### config.mk
export PLATFORM = sky130hd
export DESIGN_NAME = fletcher64_checksum_with_skip_top
export DESIGN_NICKNAME = d
export VERILOG_FILES = /design/src/hdl/fcs_pkg.sv /design/src/hdl/fcs_in_reg.sv /design/src/hdl/fcs_accum.sv /design/src/hdl/fletcher64_checksum_with_skip_top.sv
export SDC_FILE = /design/constraint.sdc
export NUM_CORES = 1
export LEC_CHECK = 0
export BUFFER_PORTS_ARGS = -buffer_cell sky130_fd_sc_hd__buf_2
export CAP_MARGIN = 20
export CORE_MARGIN = 1
export CORE_UTILIZATION = 40
export CTS_CLUSTER_DIAMETER = 150
export DETAILED_ROUTE_END_ITERATION = 10
export REMOVE_ABC_BUFFERS = 1
export SLEW_MARGIN = 20
export SYNTH_ARGS = -nofsm -noshare
export SYNTH_HDL_FRONTEND = slang
export SYNTH_SLANG_ARGS = --single-unit
### constraint.sdc
create_clock -name clk -period 10.1 [get_ports clk]
set_input_delay 1.01 -clock clk [delete_from_list [all_inputs] [get_ports clk]]
set_output_delay 1.01 -clock clk [all_outputs]
set_load 0.01 [all_outputs]
### src/hdl/fcs_pkg.sv
// shared types and constants for a fletcher-style 64-bit checksum, stored-field skip
package fcs_pkg;

  localparam int DATA_W        = 32;
  localparam int POS_W         = 10;
  localparam int SUM_W         = 2 * DATA_W;
  localparam int OUT_TDATA_W   = 72;
  localparam int MAX_WORDS_DEF = 1024;
  localparam int CFG_ADDR_W    = 3;

  // register index, taken from paddr[2]
  typedef enum logic {
    REG_CHECKSUM_WORD_POS = 1'b0,
    REG_UPDATE_MODE       = 1'b1
  } reg_idx_t;

  typedef struct packed {
    logic [DATA_W-1:0] data_word;
    logic              last_word;
  } item_t;

  typedef struct packed {
    logic [POS_W-1:0] checksum_word_pos;
    logic             update_mode;
  } cfg_t;

endpackage

### src/hdl/fcs_in_reg.sv
// input register stage between the input channel and the accumulator
module fcs_in_reg (
  input  logic          clk,
  input  logic          rst_n,
  input  logic          in_valid,
  output logic          in_ready,
  input  fcs_pkg::item_t in_item,
  output logic          s_valid,
  output fcs_pkg::item_t s_item,
  input  logic          s_take
);
  import fcs_pkg::*;

  logic  valid_r, valid_nxt;
  item_t item_r;

  assign in_ready = !valid_r || s_take;
  assign valid_nxt = in_valid ? 1'b1 : (s_take ? 1'b0 : valid_r);

  always_ff @(posedge clk) begin
    if (!rst_n) begin
      valid_r <= 1'b0;
    end else if (in_ready) begin
      valid_r <= valid_nxt;
    end
  end

  always_ff @(posedge clk) begin
    if (in_valid && in_ready) begin
      item_r <= in_item;
    end
  end

  assign s_valid = valid_r;
  assign s_item  = item_r;

endmodule

### src/hdl/fcs_accum.sv
// running fletcher sums, stored-field capture and result register
module fcs_accum #(
  parameter int MAX_WORDS = fcs_pkg::MAX_WORDS_DEF
) (
  input  logic                             clk,
  input  logic                             rst_n,
  input  fcs_pkg::cfg_t                    cfg,
  input  logic                             s_valid,
  input  fcs_pkg::item_t                   s_item,
  output logic                             s_take,
  output logic                             out_tvalid,
  input  logic                             out_tready,
  output logic [fcs_pkg::OUT_TDATA_W-1:0]  out_tdata
);
  import fcs_pkg::*;

  localparam int CW    = $clog2(MAX_WORDS + 1);
  localparam int CMP_W = (CW > POS_W + 1) ? CW : POS_W + 1;

  logic [CW-1:0]          count_r, count_nxt;
  logic [DATA_W-1:0]      low_r, low_nxt;
  logic [DATA_W-1:0]      high_r, high_nxt;
  logic [SUM_W-1:0]       stored_r, stored_nxt;
  logic                   out_valid_r, out_valid_nxt;
  logic [OUT_TDATA_W-1:0] out_data_r;

  logic [CMP_W-1:0]  count_ext, pos_ext, pos1_ext;
  logic              in_range, hit_low, hit_high;
  logic [DATA_W-1:0] addend;
  logic [SUM_W-1:0]  value;
  logic              ok;
  logic              take_last;

  // a word that ends no block never waits on the output side
  assign s_take    = s_valid && (!s_item.last_word || !out_valid_r || out_tready);
  assign take_last = s_take && s_item.last_word;

  assign count_ext = CMP_W'(count_r);
  assign pos_ext   = CMP_W'(cfg.checksum_word_pos);
  assign pos1_ext  = pos_ext + CMP_W'(1);
  assign in_range  = count_r < CW'(MAX_WORDS);
  assign hit_low   = in_range && (count_ext == pos_ext);
  assign hit_high  = in_range && !hit_low && (count_ext == pos1_ext);

  always_comb begin
    addend     = s_item.data_word;
    stored_nxt = stored_r;
    if (hit_low) begin
      stored_nxt[DATA_W-1:0] = s_item.data_word;
      addend                 = '0;
    end else if (hit_high) begin
      stored_nxt[SUM_W-1:DATA_W] = s_item.data_word;
      addend                     = '0;
    end
  end

  assign count_nxt = in_range ? count_r + CW'(1) : count_r;
  assign low_nxt   = low_r + addend;
  assign high_nxt  = high_r + low_nxt;
  assign value     = {high_nxt, low_nxt};
  assign ok        = cfg.update_mode || (stored_nxt == value);

  always_comb begin
    if (take_last) begin
      out_valid_nxt = 1'b1;
    end else if (out_tready) begin
      out_valid_nxt = 1'b0;
    end else begin
      out_valid_nxt = out_valid_r;
    end
  end

  always_ff @(posedge clk) begin
    if (!rst_n) begin
      count_r     <= '0;
      low_r       <= '0;
      high_r      <= '0;
      stored_r    <= '0;
      out_valid_r <= 1'b0;
    end else begin
      out_valid_r <= out_valid_nxt;
      if (take_last) begin
        count_r  <= '0;
        low_r    <= '0;
        high_r   <= '0;
        stored_r <= '0;
      end else if (s_take) begin
        count_r  <= count_nxt;
        low_r    <= low_nxt;
        high_r   <= high_nxt;
        stored_r <= stored_nxt;
      end
    end
  end

  always_ff @(posedge clk) begin
    if (take_last) begin
      out_data_r <= OUT_TDATA_W'({ok, value});
    end
  end

  assign out_tvalid = out_valid_r;
  assign out_tdata  = out_data_r;

`ifndef SYNTHESIS
  a_count_bound: assert property (@(posedge clk) disable iff (!rst_n)
    count_r <= CW'(MAX_WORDS))
    else $error("word count beyond block limit");

  a_clear_after_last: assert property (@(posedge clk) disable iff (!rst_n)
    take_last |=> (count_r == '0 && low_r == '0 && high_r == '0 && stored_r == '0))
    else $error("block state not cleared after last word");

  a_result_after_last: assert property (@(posedge clk) disable iff (!rst_n)
    take_last |=> out_valid_r)
    else $error("no result after last word");

  a_no_overwrite: assert property (@(posedge clk) disable iff (!rst_n)
    (out_valid_r && !out_tready) |-> !take_last)
    else $error("pending result overwritten");
`endif

endmodule

### src/hdl/fletcher64_checksum_with_skip_top.sv
// top level: config registers, input register and checksum accumulator
//
// usage: words of a block enter on the in_ stream, one 32-bit word per
// transfer, in_tlast marking the final word. the two words starting at
// checksum_word_pos are taken as the stored checksum: they add as zero and
// are captured. on the final word one result leaves on the out_ stream:
// out_tdata[63:0] is {high sum, low sum}, out_tdata[64] the match flag
// (always 1 in update mode). blocks of any length follow back to back.
// throughput: one word per cycle while no final word waits on a stalled
// result slot; input and output registers are split, so the two adds per
// word are combinational in the accumulator. a last word accepted on in_
// passes the input register, then the result is registered with out_tvalid.
// a stalled out_tready holds the result; non-final words keep
// flowing, and a final word waits in the input register until the result
// slot frees. reset clears sums, word count, stored field, both valid flags
// and the config registers (position 0, verify mode). config writes on the
// apb port: 0x0 checksum_word_pos, 0x4 update_mode; pready is tied high.
module fletcher64_checksum_with_skip_top #(
  parameter int MAX_WORDS = fcs_pkg::MAX_WORDS_DEF
) (
  input  logic                            clk,
  input  logic                            rst_n,
  // in_tdata: data_word[31:0]
  input  logic                            in_tvalid,
  output logic                            in_tready,
  input  logic [fcs_pkg::DATA_W-1:0]      in_tdata,
  input  logic                            in_tlast,
  // out_tdata: checksum_value[63:0], checksum_ok[64], zero pad [71:65]
  output logic                            out_tvalid,
  input  logic                            out_tready,
  output logic [fcs_pkg::OUT_TDATA_W-1:0] out_tdata,
  input  logic                            cfg_psel,
  input  logic                            cfg_penable,
  input  logic                            cfg_pwrite,
  input  logic [fcs_pkg::CFG_ADDR_W-1:0]  cfg_paddr,
  input  logic [31:0]                     cfg_pwdata,
  output logic [31:0]                     cfg_prdata,
  output logic                            cfg_pready
);
  import fcs_pkg::*;

  logic [POS_W-1:0] word_pos_r;
  logic             update_r;
  logic             wr_en;
  reg_idx_t         reg_idx;
  cfg_t             cfg;
  item_t            in_item, s_item;
  logic             s_valid, s_take;

  assign cfg_pready = 1'b1;
  assign reg_idx    = reg_idx_t'(cfg_paddr[2]);
  assign wr_en      = cfg_psel && cfg_penable && cfg_pwrite && cfg_pready;

  always_ff @(posedge clk) begin
    if (!rst_n) begin
      word_pos_r <= '0;
      update_r   <= 1'b0;
    end else if (wr_en) begin
      case (reg_idx)
        REG_CHECKSUM_WORD_POS: word_pos_r <= cfg_pwdata[POS_W-1:0];
        REG_UPDATE_MODE:       update_r   <= cfg_pwdata[0];
        default: ;
      endcase
    end
  end

  always_comb begin
    case (reg_idx)
      REG_CHECKSUM_WORD_POS: cfg_prdata = 32'(word_pos_r);
      REG_UPDATE_MODE:       cfg_prdata = 32'(update_r);
      default:               cfg_prdata = '0;
    endcase
  end

  assign cfg.checksum_word_pos = word_pos_r;
  assign cfg.update_mode       = update_r;

  assign in_item.data_word = in_tdata;
  assign in_item.last_word = in_tlast;

  fcs_in_reg u_in_reg (
    .clk      (clk),
    .rst_n    (rst_n),
    .in_valid (in_tvalid),
    .in_ready (in_tready),
    .in_item  (in_item),
    .s_valid  (s_valid),
    .s_item   (s_item),
    .s_take   (s_take)
  );

  fcs_accum #(
    .MAX_WORDS (MAX_WORDS)
  ) u_accum (
    .clk        (clk),
    .rst_n      (rst_n),
    .cfg        (cfg),
    .s_valid    (s_valid),
    .s_item     (s_item),
    .s_take     (s_take),
    .out_tvalid (out_tvalid),
    .out_tready (out_tready),
    .out_tdata  (out_tdata)
  );

endmodule
# Yosys cells after proc, flatten, opt, wreduce, memory -nomap -nowiden
# Cells that the tools add are included.
dict set report totals {
  register_bits 250
  in_bits 75
  out_inout_bits 107
  wordCells 54
}
dict set report op_classes {
  n_addsub 4
  magnitude_cmp 1
  n_eq_ne 3
  mux 10
  bitwise_logic 2
  n_reduce_logical 23
}
# cell n
set op_table {}
lappend op_table {{32-bit 2-to-1 mux} 5}
lappend op_table {{32-bit adder} 2}
lappend op_table {{64-bit equality test} 1}
lappend op_table {{32-bit case mux with 2 select lines} 1}
lappend op_table {{10-bit by 1-bit adder with 11-bit output (second input constant)} 1}
lappend op_table {{11-bit by 1-bit adder with 11-bit output (second input constant)} 1}
lappend op_table {{11-bit by 10-bit equality test with 1-bit output} 1}
lappend op_table {{11-bit equality test} 1}
lappend op_table {{11-bit less-than comparator (second input constant)} 1}
lappend op_table {{1-bit logical AND} 8}
lappend op_table {{2-bit AND reduction} 4}
lappend op_table {{1-bit zero test} 4}
lappend op_table {{1-bit logical OR} 4}
lappend op_table {{1-bit 2-to-1 mux} 4}
lappend op_table {{2-bit nonzero test} 2}
lappend op_table {{1-bit inverter} 2}
lappend op_table {{2-bit OR reduction} 1}

# Longest topological paths before layout
# Gate-level depths: netlist of run 1.
dict set report depth {
  ltp_word 11
  mapped_depth 31
  depth_no_buf 29
}

# Hierarchy
# From an unflattened synthesis of run 1, not the netlist that was laid out.
dict set report hier_totals {
  hier_cells 1600
  area_unflattened_um2 14239.9
}
# mod instances cells_each area_each_um2 seq_area_each_um2
set modules_own_cells {}
lappend modules_own_cells {fcs_accum 1 1478 12494.5 4754.6}
lappend modules_own_cells {fcs_in_reg 1 38 1048.5 1011.0}
lappend modules_own_cells {fletcher64_checksum_with_skip_top 1 84 696.9 220.2}

# Least setup slack after synthesis of run 1
# OpenSTA, ideal clock, no wires.
dict set report synth_path {
  path_type {register to register}
  startpoint {register word_pos_r[0]}
  endpoint {register u_accum.out_data_r[64], in the netlist u_accum.out_tdata[64] (data pin)}
  setup_ns 0.180
  arrival_ns 7.189
  required_ns 9.920
  setup_slack_ns 2.731
  stages_incl_launch_ff 30
  n_path_buf 4
  period_less_slack_ns 7.369
  cell_sequence {dfxtp_1 > ha_1 > and4_1 > or4_1 > o2bb2ai_1 > a2111oi_4 > nand2_2 > buf_2 > clkbuf_1 > clkbuf_1 > and3_1 > ha_1 > clkbuf_1 > nand4_1 > a2111oi_1 > o21ai_0 > a311o_1 > xnor2_1 > ha_1 > and2_1 > and3_1 > and2_1 > o2111a_1 > nor3_1 > or4b_2 > and3_1 > xnor2_1 > nor4_1 > nand4_1 > o41ai_2}
}
dict set report synth_between {
  elab_chain_cells 11
  elab_cells_between_ends 16
  classes_between {add/sub (3); eq/ne (3); mux (5); reduce/logical (5)}
}
# item line_no
set synth_lines {}
lappend synth_lines {{from (decl)} fletcher64_checksum_with_skip_top.sv:42} ;# logic [POS_W-1:0] word_pos_r;
lappend synth_lines {{from (signal assigned)} fletcher64_checksum_with_skip_top.sv:60} ;# REG_CHECKSUM_WORD_POS: word_pos_r <= cfg_pwdata[POS_W-1:0];
lappend synth_lines {{parallel branches: the longest is 6 deep, another holds 10-bit by 1-bit adder with 11-bit output} -}
lappend synth_lines {{32-bit 2-to-1 mux (*)} fcs_accum.sv:48} ;# if (hit_low) begin
lappend synth_lines {{32-bit adder (*)} fcs_accum.sv:58} ;# assign low_nxt = low_r + addend;
lappend synth_lines {{via u_accum.low_nxt[17]} fcs_accum.sv:21} ;# logic [DATA_W-1:0] low_r, low_nxt;
lappend synth_lines {{32-bit adder (*)} fcs_accum.sv:59} ;# assign high_nxt = high_r + low_nxt;
lappend synth_lines {{via u_accum.high_nxt[26]} fcs_accum.sv:22} ;# logic [DATA_W-1:0] high_r, high_nxt;
lappend synth_lines {{64-bit equality test (*)} fcs_accum.sv:61} ;# assign ok = cfg.update_mode || (stored_nxt == value);
lappend synth_lines {{1-bit logical OR (*)} fcs_accum.sv:61}
lappend synth_lines {{via u_accum.ok} fcs_accum.sv:31} ;# logic ok;
lappend synth_lines {{to (signal assigned)} fcs_accum.sv:98} ;# out_data_r <= OUT_TDATA_W'({ok, value});
lappend synth_lines {{to (decl)} fcs_accum.sv:25} ;# logic [OUT_TDATA_W-1:0] out_data_r;
# Mark *: on every way through the listed nets, which the timed path passes.
# A chain may end at the register's enable or synchronous reset.

# Worst setup path after layout of run 1
# Same ends and word-level chain as after synthesis.

==> reports/qor.txt, run 1 <==
Outcome: complete, no violations
Routed WL per cell: 18.0 um
Vias: 11,600
Max incr delay on CP: 690 ps
Nets: 1,825
Pre-antenna DRT Iters: 5
Post-CTS Setup Bufs: 0
# resized after CTS: 0
Post-synth ARST share: 0
Antenna viol nets, final: 0
Crit path max fanout: 40
Hpwl dp: 27,100 um
CTS Sinks: 250
Chip height: 191 um
CP top delay family: simple AND/OR/NAND/NOR gates
# rows: 68
Initial antenna violation count: 1
CP max-delay cell: a2111oi_1
Placer congestion estimate: 0.900
Synth Cell Area: 0.0142 mm2
Setup Crit Path Kind: flip-flop to flip-flop
Number of remaining DRC errors: 0
Buf/Inv on CP: 2
Hold_buf cts: 0
Number of port buffers: 127
Worst Tran Pin Value: 1050 ps
Max VDD drop: 0.121 mV
Initial Util: 0.409
Overflow after GRT: 0
First-pass GRT wire length: 60,700 um
Core area: 0.0348 mm2
P per Cell Area: 181 mW/mm2
Die outline area: 0.0363 mm2
WL final: 38,900 um
CTS max path bufs: 3
Post-route non-filler standard cell count: 2,158
Inserted Clock Buffers: 28
Largest net degree at the start of global routing: 72
Hold Crit Class: flip-flop to flip-flop
CTS tree: yes
Worst EP required: 10,460 ps
Post-synth cell types: 76
Placed insts: 2,106
Vias/cell: 5.39
Syn Area/Cell: 8.97 um2
Fin crit share: 0.890
First DRT Iteration DRCs: 736
EDFF count, synth: 98
Yosys warns: 0
Clk_skew: 8.07 ps
Clock slew at reported path FFs: 60 ps
Yosys reg bits: 250
Area of the multi-input gates: 0.00773 mm2
Reg area: 0.00599 mm2
Crit path DAT: 9350 ps
Leak pwr: 0.00679 uW
# IOs: 182
Fin crit period: 8990 ps
Vias in the first global route: 10,800
Die width: 191 um
Gr usage total: 0.212
Share of layout cells above drive strength 1: 0.123
Total negative setup slack: 0 ps
Post-synthesis sequential area ratio: 0.421
Max-slew violations: 0
Startpoint type of the worst setup path: flip-flop
Slew margin rel.: 0.296
Setup-failing EPs final: 0
CTS H-tree depth: 1
Fin. Hold Viols: 0
Fillers: 3,325
CTS root buffer: clkbuf_16
CP endpoint kind: flip-flop
Area Overhead vs Synth: 14.3%
Worst skew pair latency: 550 ps
Maxcap violations: 0
Fmax: 0.111 GHz
Syn Inst Count: 1,584
RSZ-0062 raised after global routing: no
Ys flop type: dfxtp_1
cells by family after synthesis:
logic type,count (synthesis),synth area share
muxes,54,0.0382
xor gates and xnor gates,144,0.0936
buffers and inverters,142,0.0458
AOI/OAI and AO/OA,366,0.161
DFF,250,0.421
and+or+nand+nor,557,0.178
adders and majority gates,69,0.0618
other,2,0.000528
metal layers:
metal	vias up	routed length [um]	track usage
li1	5747	-	-
met1	5481	18500	0.299
met2	350	17400	0.338
met3	47	2260	0.0313
met4	0	815	0.0538
met5	-	0	0
worst min-delay path, cell delays in order (launching register included):
cell and delay (ps):
dfxtp_1 310, nand2_1 50, a21oi_1 50
final cells by class:
class                           instances  share of cell area
Antenna cell                            1            0.000154
Clock buffer                           37              0.0484
Tap cell                              455              0.0350
Inverter                               37             0.00855
Sequential cell                       250               0.368
Clock inverter                         14              0.0167
Timing Repair Buffer                  144              0.0470
Multi-Input combinational cell       1220               0.476
synthesized netlist by cell type (all sizes together), types with 10 or more instances:
| master | n | area (um2) |
|---|---|---|
| a211oi | 20 | 150 |
| a21boi | 18 | 135 |
| a21o | 27 | 203 |
| a21oi | 182 | 911 |
| a31oi | 10 | 62.6 |
| and2 | 13 | 81.3 |
| and3 | 44 | 275 |
| buf | 40 | 268 |
| clkbuf | 65 | 244 |
| dfxtp | 152 | 3040 |
| edfxtp | 98 | 2940 |
| ha | 67 | 838 |
| inv | 37 | 139 |
| mux2i | 52 | 521 |
| nand2 | 306 | 1150 |
| nand3 | 23 | 115 |
| nand4 | 24 | 150 |
| nor2 | 71 | 267 |
| nor2b | 16 | 100 |
| nor3 | 19 | 95.1 |
| o21ai | 36 | 180 |
| xnor2 | 74 | 648 |
| xor2 | 65 | 569 |
where the power goes:
group,internal [uW],leakage [uW],switching (uW)
sequential,1110,0.00217,29.4
combinational,235,0.00411,408
clock,748,0.000515,417
sequential cells by signal, summed over array words and instances, names as in the netlist, 10 cells and up:
name	cells
u_accum.stored_r	64
u_accum.count_ext	11
u_accum.low_r	32
word_pos_r	10
u_accum.out_tdata	65
u_accum.high_r	32
u_in_reg.s_item	33
worst paths after layout:
check / startpoint / end / slack [ps] / cells after the start
setup / recovery: word_pos_r[0] / u_accum.out_tdata[64] / 1110 / 26
hold / removal: u_accum.stored_r[11] / u_accum.stored_r[11] / 450 / 2
setup reg to reg: word_pos_r[0] / u_accum.out_tdata[64] / 1110 / 26
hold reg to reg: u_accum.stored_r[11] / u_accum.stored_r[11] / 450 / 2
cells in the final DEF, fill, tap and decap left out, types with 5 or more instances in the layout:
cell type,count
a31oi_1,9
o21ai_0,35
mux2i_1,52
conb_1,30
ha_1,67
o21a_1,7
and3_1,43
nor4_1,8
clkbuf_1,5
a21o_1,27
dfxtp_1,152
nor3_1,19
nand3_1,22
nor2_1,69
or3_1,5
edfxtp_1,98
nand4_1,24
xnor2_1,74
buf_4,17
and2_1,12
nand2b_1,6
buf_2,127
nor2b_1,16
o211ai_1,5
bufinv_16,8
clkbuf_16,29
xor2_1,65
a21boi_0,18
nand2_1,304
o2111ai_1,5
inv_1,37
a211oi_1,20
and4_1,8
a21oi_1,182
metrics by stage:
stage / hold WS [ps] / cell area (um2) / total power (uW) / worst slack (ps) / util
floorplan: 433 / 13800 / 1600 / 2490 / -
global placement: 438 / 15200 / 1790 / 1390 / 0.436
detailed placement: 447 / 15200 / 1790 / 1270 / 0.436
CTS: 454 / 16200 / 2970 / 1220 / 0.467
global route: 473 / 16200 / 3070 / 667 / 0.467
finish: 452 / 16200 / 2950 / 1110 / 0.467
(Power assumes the default switching activity.)
==> run 2: changes to the inputs <==
--- a/config.mk
+++ b/config.mk
@@ -7,10 +7,11 @@
 export LEC_CHECK = 0
 export BUFFER_PORTS_ARGS = -buffer_cell sky130_fd_sc_hd__buf_2
 export CAP_MARGIN = 20
-export CORE_MARGIN = 1
+export CORE_MARGIN = 2
 export CORE_UTILIZATION = 40
 export CTS_CLUSTER_DIAMETER = 150
 export DETAILED_ROUTE_END_ITERATION = 10
+export PLACE_DENSITY = 0.57
 export REMOVE_ABC_BUFFERS = 1
 export SLEW_MARGIN = 20
 export SYNTH_ARGS = -nofsm -noshare
==> run 2 against run 1 <==
Net effect: count of clock-buffer cells in the layout up 3; first-iteration DRC count down 6.4%; register-to-register slack gained 320 ps; cell area is essentially flat; clock skew is 7.3 ps higher; worst setup slack improved by 320 ps; non-clock buffer count is 1 higher; sequential power is essentially flat; power down 1.4%; global-route usage decreased by 0.28 points; worst hold slack better by 2.1 ps.
==> reports/qor.txt, run 2 (synthesis gave the netlist of run 1 again) <==
Antenna viol nets, final: 0 (unchanged)
Setup Crit Path Kind: flip-flop to flip-flop (unchanged)
Worst EP required: 10,490 ps (was 10,460 ps)
Gr usage total: 0.209 (was 0.212)
Inserted Clock Buffers: 30 (was 28)
Worst Tran Pin Value: 1150 ps (was 1050 ps)
CTS Sinks: 250 (unchanged)
Min-Delay Startpoint: u_accum.stored_r[51] (was u_accum.stored_r[11])
Vias in the first global route: 10,900 (was 10,800)
Leak pwr: 0.00679 uW (about the same)
ANT cells: 0 (was 1)
Post-route non-filler standard cell count: 2,169 (was 2,158)
Design area: 0.0162 mm2 (about the same)
Nets: 1,828 (was 1,825)
CP top delay family: simple AND/OR/NAND/NOR gates (unchanged)
Hpwl dp: 27,100 um (about the same)
M1 wire length: 18,800 um (was 18,500 um)
Placed insts: 2,113 (was 2,106)
Fin crit period: 8670 ps (was 8990 ps)
Fillers: 3,361 (was 3,325)
Die width: 193 um (was 191 um)
Slew margin rel.: 0.236 (was 0.296)
DR WL met2: 17,500 um (was 17,400 um)
Hold Crit Class: flip-flop to flip-flop (unchanged)
Reg2reg setup slack: 1430 ps (was 1110 ps)
Core area: 0.0353 mm2 (was 0.0348 mm2)
Startpoint type of the worst setup path: flip-flop (unchanged)
Post-CTS Setup Bufs: 0 (unchanged)
Pre-antenna DRT Iters: 5 (unchanged)
Die outline area: 0.0371 mm2 (was 0.0363 mm2)
Routed met3 length: 2060 um (was 2260 um)
# resized after CTS: 0 (unchanged)
Buf/Inv on CP: 1 (was 2)
CP endpoint kind: flip-flop (unchanged)
Clock slew at reported path FFs: 60 ps (about the same)
Overflow after GRT: 0 (unchanged)
Placed Area: 0.0152 mm2 (about the same)
Dpl ws: 1560 ps (was 1270 ps)
Share of layout cells above drive strength 1: 0.124 (was 0.123)
First DRT Iteration DRCs: 689 (was 736)
Hold path depth: 2 (unchanged)
Max FFs per register: 65 (unchanged)
Number of remaining DRC errors: 0 (unchanged)
Routed WL per cell: 18.0 um (about the same)
Crit-path cells: nand4_1 -> or4_1 -> o2bb2ai_1 -> a2111oi_4 -> nand2_2 -> buf_4 -> and3_1 -> ha_1 -> nand3_1 -> a2111oi_1 -> nor2_1 -> xnor2_1 -> ha_1 -> a21oi_1 -> a21oi_1 -> a311o_1 -> and4_1 -> a211oi_1 -> xnor2_1 -> xor2_1 -> nand2_1 -> nor4_1 -> nand4_1 -> o41ai_2
Max Used Layer: met4 (unchanged)
Worst skew pair latency: 570 ps (was 550 ps)
Setup-failing EPs final: 0 (unchanged)
Worst Hold End: u_accum.stored_r[51] (was u_accum.stored_r[11])
CTS max path bufs: 3 (unchanged)
Fin. Hold Viols: 0 (unchanged)
Crit path DAT: 9060 ps (was 9350 ps)
CP max-delay cell: a2111oi_1 (unchanged)
Vias: 11,600 (about the same)
Fmax: 0.115 GHz (was 0.111 GHz)
Placer congestion estimate: 0.909 (was 0.900)
Largest net degree at the start of global routing: 94 (was 72)
Reg2reg start: word_pos_r[5] (was word_pos_r[0])
Chip height: 193 um (was 191 um)
Hold_buf cts: 0 (unchanged)
Outcome: complete, no violations (unchanged)
Vias/cell: 5.36 (was 5.39)
Max VDD drop: 0.128 mV (was 0.121 mV)
CTS H-tree depth: 1 (unchanged)
Most common cell after layout, fill and taps aside: nand2_1 (unchanged)
Worst Reg-to-Reg Cells: 24 (was 26)
CTS tree: yes (unchanged)
# IOs: 182 (unchanged)
First-pass GRT wire length: 61,100 um (was 60,700 um)
Clk_skew: 15.4 ps (was 8.07 ps)
Fin crit share: 0.859 (was 0.890)
Crit path max fanout: 30 (was 40)
Total negative setup slack: 0 ps (unchanged)
Area Overhead vs Synth: 14.2% (was 14.3%)
P per Cell Area: 179 mW/mm2 (was 181 mW/mm2)
Maxcap violations: 0 (unchanged)
RSZ-0062 raised after global routing: no (unchanged)
CTS root buffer: clkbuf_16 (unchanged)
Initial Util: 0.403 (was 0.409)
WL final: 39,000 um (was 38,900 um)
Final Worst Setup Slack: 1430 ps (was 1110 ps)
Number of port buffers: 127 (unchanged)
Max incr delay on CP: 680 ps (was 690 ps)
Initial antenna violation count: 1 (unchanged)
# rows: 69 (was 68)
Commonest cells after routing, fill and taps aside: nand2_1, a21oi_1, dfxtp_1 (unchanged)
R2R Path End: u_accum.out_tdata[64] (unchanged)
Max-slew violations: 0 (unchanged)
-- run 2: worst min-delay path: cells and delay by family (launching register included) --
family,cells,cell delay [ps]
flops,1,310
compound gates,1,50
simple gates,1,50
-- run 2: cell type report --
cell class | instances | area (um2) | area share
inverters | 37 | 139 | 0.00855
flip-flops and latches | 250 | 5990 | 0.369
well taps | 461 | 577 | 0.0355
repair buffers | 145 | 771 | 0.0475
clock inverters | 16 | 188 | 0.0116
clock buffers | 40 | 850 | 0.0523
multi-input cells | 1220 | 7730 | 0.476
-- run 2: report_power, final --
group          switching, uW  internal, uW
clock network            438           689
registers               29.7          1110
logic                    403           236
total                    871          2040
-- run 2: how the worst max path moves through the flow --
stage	slack (ps)	cells past startpoint	start	to
2_1_floorplan	2490	23	word_pos_r[2]	u_accum.out_tdata[64]
3_3_place_gp	1670	24	word_pos_r[0]	u_accum.out_tdata[64]
3_5_place_dp	1560	25	word_pos_r[0]	u_accum.out_tdata[64]
4_1_cts	1510	24	word_pos_r[5]	u_accum.out_tdata[64]
5_1_grt	940	27	word_pos_r[0]	u_accum.out_tdata[64]
6_report	1430	24	word_pos_r[5]	u_accum.out_tdata[64]
-- run 2: stage by stage --
stage	util	power, uW	hold WS [ps]
2_1_floorplan	-	1600	433
3_3_place_gp	0.430	1790	440
3_5_place_dp	0.430	1800	446
4_1_cts	0.460	2930	454
5_1_grt	0.460	3040	474
6_report	0.460	2910	455
-- run 2: routing by layer --
| metal | global-route usage | vias up |
|---|---|---|
| met5 | 0 | - |
| met4 | 0.0479 | 0 |
| met3 | 0.0271 | 49 |
| met2 | 0.336 | 292 |
| met1 | 0.300 | 5520 |
| li1 | - | 5756 |
==> run 3: changes to the inputs <==
--- a/config.mk
+++ b/config.mk
@@ -6,14 +6,14 @@
 export NUM_CORES = 1
 export LEC_CHECK = 0
 export BUFFER_PORTS_ARGS = -buffer_cell sky130_fd_sc_hd__buf_2
-export CAP_MARGIN = 20
 export CORE_MARGIN = 2
 export CORE_UTILIZATION = 40
 export CTS_CLUSTER_DIAMETER = 150
 export DETAILED_ROUTE_END_ITERATION = 10
-export PLACE_DENSITY = 0.57
+export PLACE_DENSITY = 0.69
 export REMOVE_ABC_BUFFERS = 1
 export SLEW_MARGIN = 20
 export SYNTH_ARGS = -nofsm -noshare
 export SYNTH_HDL_FRONTEND = slang
 export SYNTH_SLANG_ARGS = --single-unit
+export TNS_END_PERCENT = 50
==> run 3 against run 2 <==
Net effect: via count is 1.2% higher; core utilization is 0.29 points lower; worst setup slack worse by 270 ps; sequential share of layout area is 0.23 points higher; cell count is 0.41% lower; largest cell class unchanged.
==> reports/qor.txt, run 3 (synthesis gave the netlist of run 1 again) <==
Outcome: complete, no violations (unchanged)
Max incr delay on CP: 710 ps (was 680 ps)
First-pass GRT wire length: 59,800 um (was 61,100 um)
Slew margin rel.: 0.337 (was 0.236)
CP max-delay cell: nor4b_1 (was a2111oi_1)
CTS H-tree depth: 1 (unchanged)
CTS tree: yes (unchanged)
Max-slew violations: 0 (unchanged)
Max FFs per register: 65 (unchanged)
# rows: 69 (unchanged)
RSZ-0062 raised after global routing: no (unchanged)
Leak pwr: 0.00671 uW (was 0.00679 uW)
# resized after CTS: 0 (unchanged)
Initial Util: 0.403 (unchanged)
Setup-failing EPs final: 0 (unchanged)
Fin crit share: 0.885 (was 0.859)
Pre-antenna DRT Iters: 5 (unchanged)
Hold WS: 454 ps (was 455 ps)
CTS max path bufs: 3 (unchanged)
Commonest cells after routing, fill and taps aside: nand2_1, a21oi_1, dfxtp_1 (unchanged)
Placer congestion estimate: 0.876 (was 0.909)
First DRT Iteration DRCs: 757 (was 689)
Share of layout cells above drive strength 1: 0.123 (was 0.124)
P per Cell Area: 175 mW/mm2 (was 179 mW/mm2)
Vias in the first global route: 11,000 (was 10,900)
Setup Crit Path Kind: flip-flop to flip-flop (unchanged)
Hold Crit Class: flip-flop to flip-flop (unchanged)
Total negative setup slack: 0 ps (unchanged)
CP endpoint kind: flip-flop (unchanged)
Most common cell after layout, fill and taps aside: nand2_1 (unchanged)
Worst EP required: 10,460 ps (was 10,490 ps)
Fmax: 0.112 GHz (was 0.115 GHz)
Gr usage total: 0.203 (was 0.209)
Most used cell, CP: ha_1
Post-CTS Setup Bufs: 0 (unchanged)
Clock slew at reported path FFs: 60 ps (about the same)
Largest net degree at the start of global routing: 81 (was 94)
Worst Tran Pin Value: 994 ps (was 1150 ps)
Vias: 11,800 (was 11,600)
Antenna viol nets, final: 0 (unchanged)
Hpwl dp: 26,700 um (was 27,100 um)
Max VDD drop: 0.127 mV (was 0.128 mV)
Crit path DAT: 9300 ps (was 9060 ps)
Overflow after GRT: 0 (unchanged)
Fin. Hold Viols: 0 (unchanged)
Clk_skew: 24.3 ps (was 15.4 ps)
Inserted Clock Buffers: 28 (was 30)
Number of port buffers: 127 (unchanged)
Die width: 193 um (unchanged)
Startpoint type of the worst setup path: flip-flop (unchanged)
Maxcap violations: 0 (unchanged)
CTS root buffer: clkbuf_16 (unchanged)
Die outline area: 0.0371 mm2 (unchanged)
WL final: 38,100 um (was 39,000 um)
Area Overhead vs Synth: 13.5% (was 14.2%)
CTS Sinks: 250 (unchanged)
Number of remaining DRC errors: 0 (unchanged)
Nets: 1,820 (was 1,828)
Core area: 0.0353 mm2 (unchanged)
Hold_buf cts: 0 (unchanged)
Worst skew pair latency: 550 ps (was 570 ps)
# IOs: 182 (unchanged)
Crit path max fanout: 39 (was 30)
Fin crit period: 8940 ps (was 8670 ps)
Chip height: 193 um (unchanged)
Vias/cell: 5.44 (was 5.36)
Routed WL per cell: 17.7 um (was 18.0 um)
Initial antenna violation count: 1 (unchanged)
[run 3: cell count changes in the layout (fill, tap and decap cells not counted), sizes merged, moves of 2 or more]
cell | before | now
clkbuf | 40 | 34
clkinv | 9 | 6
bufinv | 4 | 2
buf | 145 | 139
clkinvlp | 2 | 8
[run 3: layout make-up]
type	count	area [um2]
Antenna cell	1	2.50
Clock buffer	34	796
Clock inverter	18	164
Fill cell	3353	19200
Inverter	37	139
Multi-Input combinational cell	1220	7750
Sequential cell	250	5990
Tap cell	461	577
Timing Repair Buffer	139	726
[run 3: final timing paths]
kind / to / startpoint / cells after the start / slack (ps)
hold / removal: u_accum.stored_r[51] / u_accum.stored_r[51] / 2 / 450
setup / recovery: u_accum.out_tdata[64] / word_pos_r[0] / 27 / 1160
setup reg to reg: u_accum.out_tdata[64] / word_pos_r[0] / 27 / 1160
hold reg to reg: u_accum.stored_r[51] / u_accum.stored_r[51] / 2 / 450
[run 3: where the power goes]
group          internal [uW]  switching (uW)  leakage [uW]
sequential              1110            29.8       0.00217
clock                    614             431      0.000452
combinational            234             405       0.00408
[run 3: worst max-delay path, delay by kind of cell, from the launching register on]
kind                     cells  cell delay (ps)
flip-flops                   1              380
AO/OA/AOI/OAI               11             3420
adder cells (fa/ha/maj)      3             1060
AND/OR/NAND/NOR             11             3540
XOR/XNOR                     2              340
[run 3: per-layer routing]
layer	up-vias	GRT usage	part of all wire
met4	0	0.0546	0.026
met3	52	0.0300	0.065
met2	353	0.329	0.45
li1	5743	-	-
met1	5612	0.282	0.46
met5	-	0	0
[run 3: per-stage QoR]
| stage | setup slack, ps | total power, uW | util | instance area (um2) | cells |
|---|---|---|---|---|---|
| after floorplan | 2490 | 1600 | - | 13800 | 1507 |
| after global placement | 1440 | 1780 | 0.430 | 15200 | 2107 |
| after detailed placement | 1350 | 1790 | 0.430 | 15200 | 2107 |
| after CTS | 1300 | 2840 | 0.457 | 16100 | 2159 |
| after global routing | 792 | 2940 | 0.457 | 16100 | 2159 |
| final | 1160 | 2820 | 0.457 | 16100 | 2160 |
